File: config.mk
export PLATFORM = sky130hd
export DESIGN_NAME = dlpr_ram
export DESIGN_NICKNAME = d
export VERILOG_FILES = /design/src/hdl/dlpr_ram.sv
export SDC_FILE = /design/constraint.sdc
export NUM_CORES = 1
export LEC_CHECK = 0
export BUFFER_PORTS_ARGS = -buffer_cell sky130_fd_sc_hd__buf_4
export CAP_MARGIN = 20
export CORE_MARGIN = 2
export CORE_UTILIZATION = 43
export DETAILED_ROUTE_END_ITERATION = 16
export GPL_TIMING_DRIVEN = 0
export SLEW_MARGIN = 20
export SYNTH_ARGS = -nofsm -noshare
export SYNTH_HDL_FRONTEND = slang
export SYNTH_SLANG_ARGS = --single-unit
File: constraint.sdc
create_clock -name clk -period 2.7 [get_ports clk]
set_clock_uncertainty 0.15 [all_clocks]
set_input_delay 0.27 -clock clk [delete_from_list [all_inputs] [get_ports clk]]
set_output_delay 0.27 -clock clk [all_outputs]
set_load 0.02 [all_outputs]
File: src/hdl/dlpr_ram.sv
// ----------------------------------------------------------------------------
// dlpr_ram
// Generic single-write, single-read RAM with registered read data.
// ----------------------------------------------------------------------------
module dlpr_ram #(
    parameter int WIDTH = 8,
    parameter int DEPTH = 64
) (
    input  logic                     clk,
    input  logic                     we,
    input  logic [$clog2(DEPTH)-1:0] waddr,
    input  logic [WIDTH-1:0]         wdata,
    input  logic [$clog2(DEPTH)-1:0] raddr,
    output logic [WIDTH-1:0]         rdata
);

    logic [WIDTH-1:0] mem [DEPTH];

    always_ff @(posedge clk)
    begin
        if (we)
        begin
            mem[waddr] <= wdata;
        end
        rdata <= mem[raddr];
    end

endmodule

==> impl_results.md <==
- Status: completed
- Layout Nets: 1,038
- Yosys warnings: 0
- RSZ-0062 raised after global routing: no
- Iter 0 DRT Violations: 1,173
- Largest net degree at the start of global routing: 65
- Hold endpoint: mem[32][7]
- Crit end category: flop
- Die height: 221 um
- Vias: 9,686
- TritonCTS clock tree: built
- Final hold violation count: 0
- GRT Util Overall: 20.9%
- Critical Path AT: 2.91 ns
- Asr flop ratio synth: 0%
- DP Worst Slack: -0.605 ns
- Slew Limit Fails: 0
- H-tree depth: 2
- Syn_area_per_cell: 21.5 um^2
- Sum Neg Setup Slack: 0 ns
- Die Width: 221 um
- Setup ws final: 0.0649 ns
- Total global routing overflow: 0
- Worst r2r dst: rdata[5]
- Part of the Yosys area used for sequential elements: 77.0%
- DRT antenna net count: 0
- HP Start: wdata[7]
- Final instance area: 22,700 um^2
- Root Buffer: clkbuf_16
- Seq cells post-synth: 520
- Crit Path Max Fanout: 10
- Syn Inst Count: 940
- RR Startpoint: mem[2][5]
- Peak supply drop: 0.504 mV
- TritonRoute pass-1 iters: 5
- Count of flip-flops with a built-in enable after synthesis: 512
- Wire length of the first global-routing pass: 70,600 um
- Final antenna diode count: 0
- Synth Cell Area: 20,200 um^2
- WL final: 48,800 um
- Largest family of logic cells by synthesized area: multiplexers
- Initial antenna violation count: 1
- HP Class: in -> reg
- Post-Synth Adder-Cell Area: 0%
- CTS clock-pin slew for the worst setup and hold paths: 0.06 ns
- Area after DPL: 21,100 um^2
- Synth Area in Compound Gates: 2.07%
- Post-synthesis mux area share: 15.9%
- Min-Delay Path Depth: 1
- PortBufs: 21
- Fmax: 379 MHz
- Hpwl dp: 30,500 um
- Vias in the first global route: 9,900
- Worst R2R Setup Slack: 0.11 ns
- Worst-path cell chain: buf_2 -> buf_4 -> clkbuf_1 -> buf_2 -> o221ai_1 -> o21a_1 -> o41ai_2
- Worst path bufs/invs: 4
- Layout area overhead: 12.5%
- Synth Area in XOR/XNOR: 0%
- Worst Setup Start Kind: input port
- Final RePlAce weighted congestion: 0.864
- Simple-Gate Fraction of Synth Area: 3.39%
- Later-pin clock latency in the skew report: 0.60 ns
- Core ar.: 46,500 um^2
- Critical path's slowest cell: clkbuf_1
- DR DRC count: 0
- Die footprint: 48,600 um^2
- Syn_nets: 962
- CP Data Required Time: 2.98 ns
- Post-synthesis cell type count: 40
- WS Path Type: in -> reg
- Crit-path leading delay family: buffers and inverters
- Leakage power: 7.02 nW
- FP Rows: 79
- I/O pins: 30
- Mean routed wirelength per cell: 29.4 um
- Ys flop type: edfxtp_1
- Slew @ Worst Pin: 1.12 ns
- Fin crit period: 2.64 ns
- Pwr/cell area: 733 nW/um^2
- R2R cell count: 4
- Slowest stage delay, CP: 0.66 ns
- Rel. slew slack: 23.3%
- Post-layout util: 48.9%
- Final period util: 97.6%
- Buffer depth of the longest clock path: 3
- Post-DR vias/cell: 5.82
- Final setup vio count: 0
- Crit path top cell by count: buf_2
- Max-cap viol count: 0
- Num Clock Sinks: 520
- Initial core utilization: 43.4%
- CTS buffer count: 53
- Fill cells: 3,812
- Layout cell share with drive strength beyond 1: 25.2%
## report_power, final
part | leakage [nW] | switching (mW) | internal [mW]
clock network | 0.780 | 2.95 | 3.80
registers | 4.67 | 0.0209 | 8.94
logic | 1.57 | 0.592 | 0.331
total | 7.02 | 3.56 | 13.1
## Yosys cell counts (6+ instances only)
master    number  area, um^2
edfxtp_1     512       15400
mux4_2       126        2840
nor2_1        83         312
mux2i_1       23         230
nand2_1       19        71.3
clkbuf_1      17        63.8
nor2b_1       14        87.6
buf_4         13        97.6
mux2_2        13         146
nand3_1       13        65.1
buf_2         11        55.1
dfxtp_1        8         160
o221ai_1       8        70.1
o22ai_1        8        50.1
nand2b_1       7        43.8
nor3_1         7        35.0
a221oi_1       6        52.6
## area by class of cell
class,count,area (um^2),share of cell area (%)
well taps,607,759,3.35
flip-flops and latches,520,15500,68.4
plain buffers,49,309,1.36
repair buffers,23,175,0.772
clock inverters,26,144,0.634
multi-input cells,369,4340,19.1
clock buffers,70,1430,6.31
## state kept, by name, indices dropped and copies added, names as in the netlist
name / count
rdata: 8
mem: 512
## cells by family (layout without fill, tap and decap cells)
family,count (synthesis),in the layout
AND/OR/NAND/NOR,153,153
buffers and inverters,51,168
flip-flops,520,520
AO/OA/AOI/OAI,54,54
multiplexers,162,162
## worst register-to-register path, delay by kind of cell, from the launching register on
| kind | cells | cell delay (ns) |
|---|---|---|
| compound gates | 2 | 1.28 |
| mux | 1 | 0.47 |
| flops | 1 | 0.36 |
| simple gates | 1 | 0.14 |
## metrics by stage
stage / power, mW / hold slack, ns / instances
finish: 16.6 / 0.0807 / 1664
global route: 17.1 / 0.112 / 1664
CTS: 16.7 / 0.0852 / 1666
detailed placement: 10.0 / 0.534 / 1569
global placement: 10.0 / 0.532 / 1568
floorplan: 9.61 / 0.219 / 940
## placed cells by master (no fill, tap or decap), types with 3 or more instances in the layout
cell type | Yosys | routed
a22oi_1 | 3 | 3
clkinv_2 | 0 | 12
mux2i_1 | 23 | 23
mux4_2 | 126 | 126
a221oi_1 | 6 | 6
o2bb2ai_1 | 3 | 3
nand2b_1 | 7 | 7
nor3_1 | 7 | 5
edfxtp_1 | 512 | 512
nand2_1 | 19 | 19
nand3b_1 | 3 | 3
o221ai_1 | 8 | 8
clkinv_1 | 0 | 12
mux2_2 | 13 | 13
buf_2 | 11 | 11
a21oi_1 | 3 | 3
nor2_1 | 83 | 83
nor2b_1 | 14 | 14
buf_4 | 13 | 35
o22ai_1 | 8 | 8
dfxtp_1 | 8 | 8
clkbuf_1 | 17 | 32
nand3_1 | 13 | 13
o2111ai_1 | 3 | 3
a211oi_1 | 4 | 4
buf_6 | 4 | 4
clkbuf_16 | 0 | 55
## per-layer routing
metal  vias up  wire (um)  track usage, %
li1       4087          -               -
met2       409      22700            31.9
met3        89       4550            6.28
met5         -         11               0
met4         2       1440            6.69
met1      5099      20100            28.9
## repair_timing
item,4_1_cts,5_1_grt
hold buffers,1,0
buffers inserted,0,0
hold endpoints to repair,2,0
gates resized for setup,0,2
setup endpoints to repair,0,4
## worst max-delay path by stage
stage	start	to	slack, ns	cells after the start
finish	raddr[2]	rdata[5]	0.06	7
floorplan	raddr[1]	rdata[3]	0.61	7
CTS	raddr[2]	rdata[3]	0.01	7
global route	raddr[1]	rdata[3]	0.04	9
global placement	raddr[2]	rdata[5]	-0.62	7
detailed placement	raddr[2]	rdata[3]	-0.61	7
No activity file was read; power rests on OpenSTA's default activity.
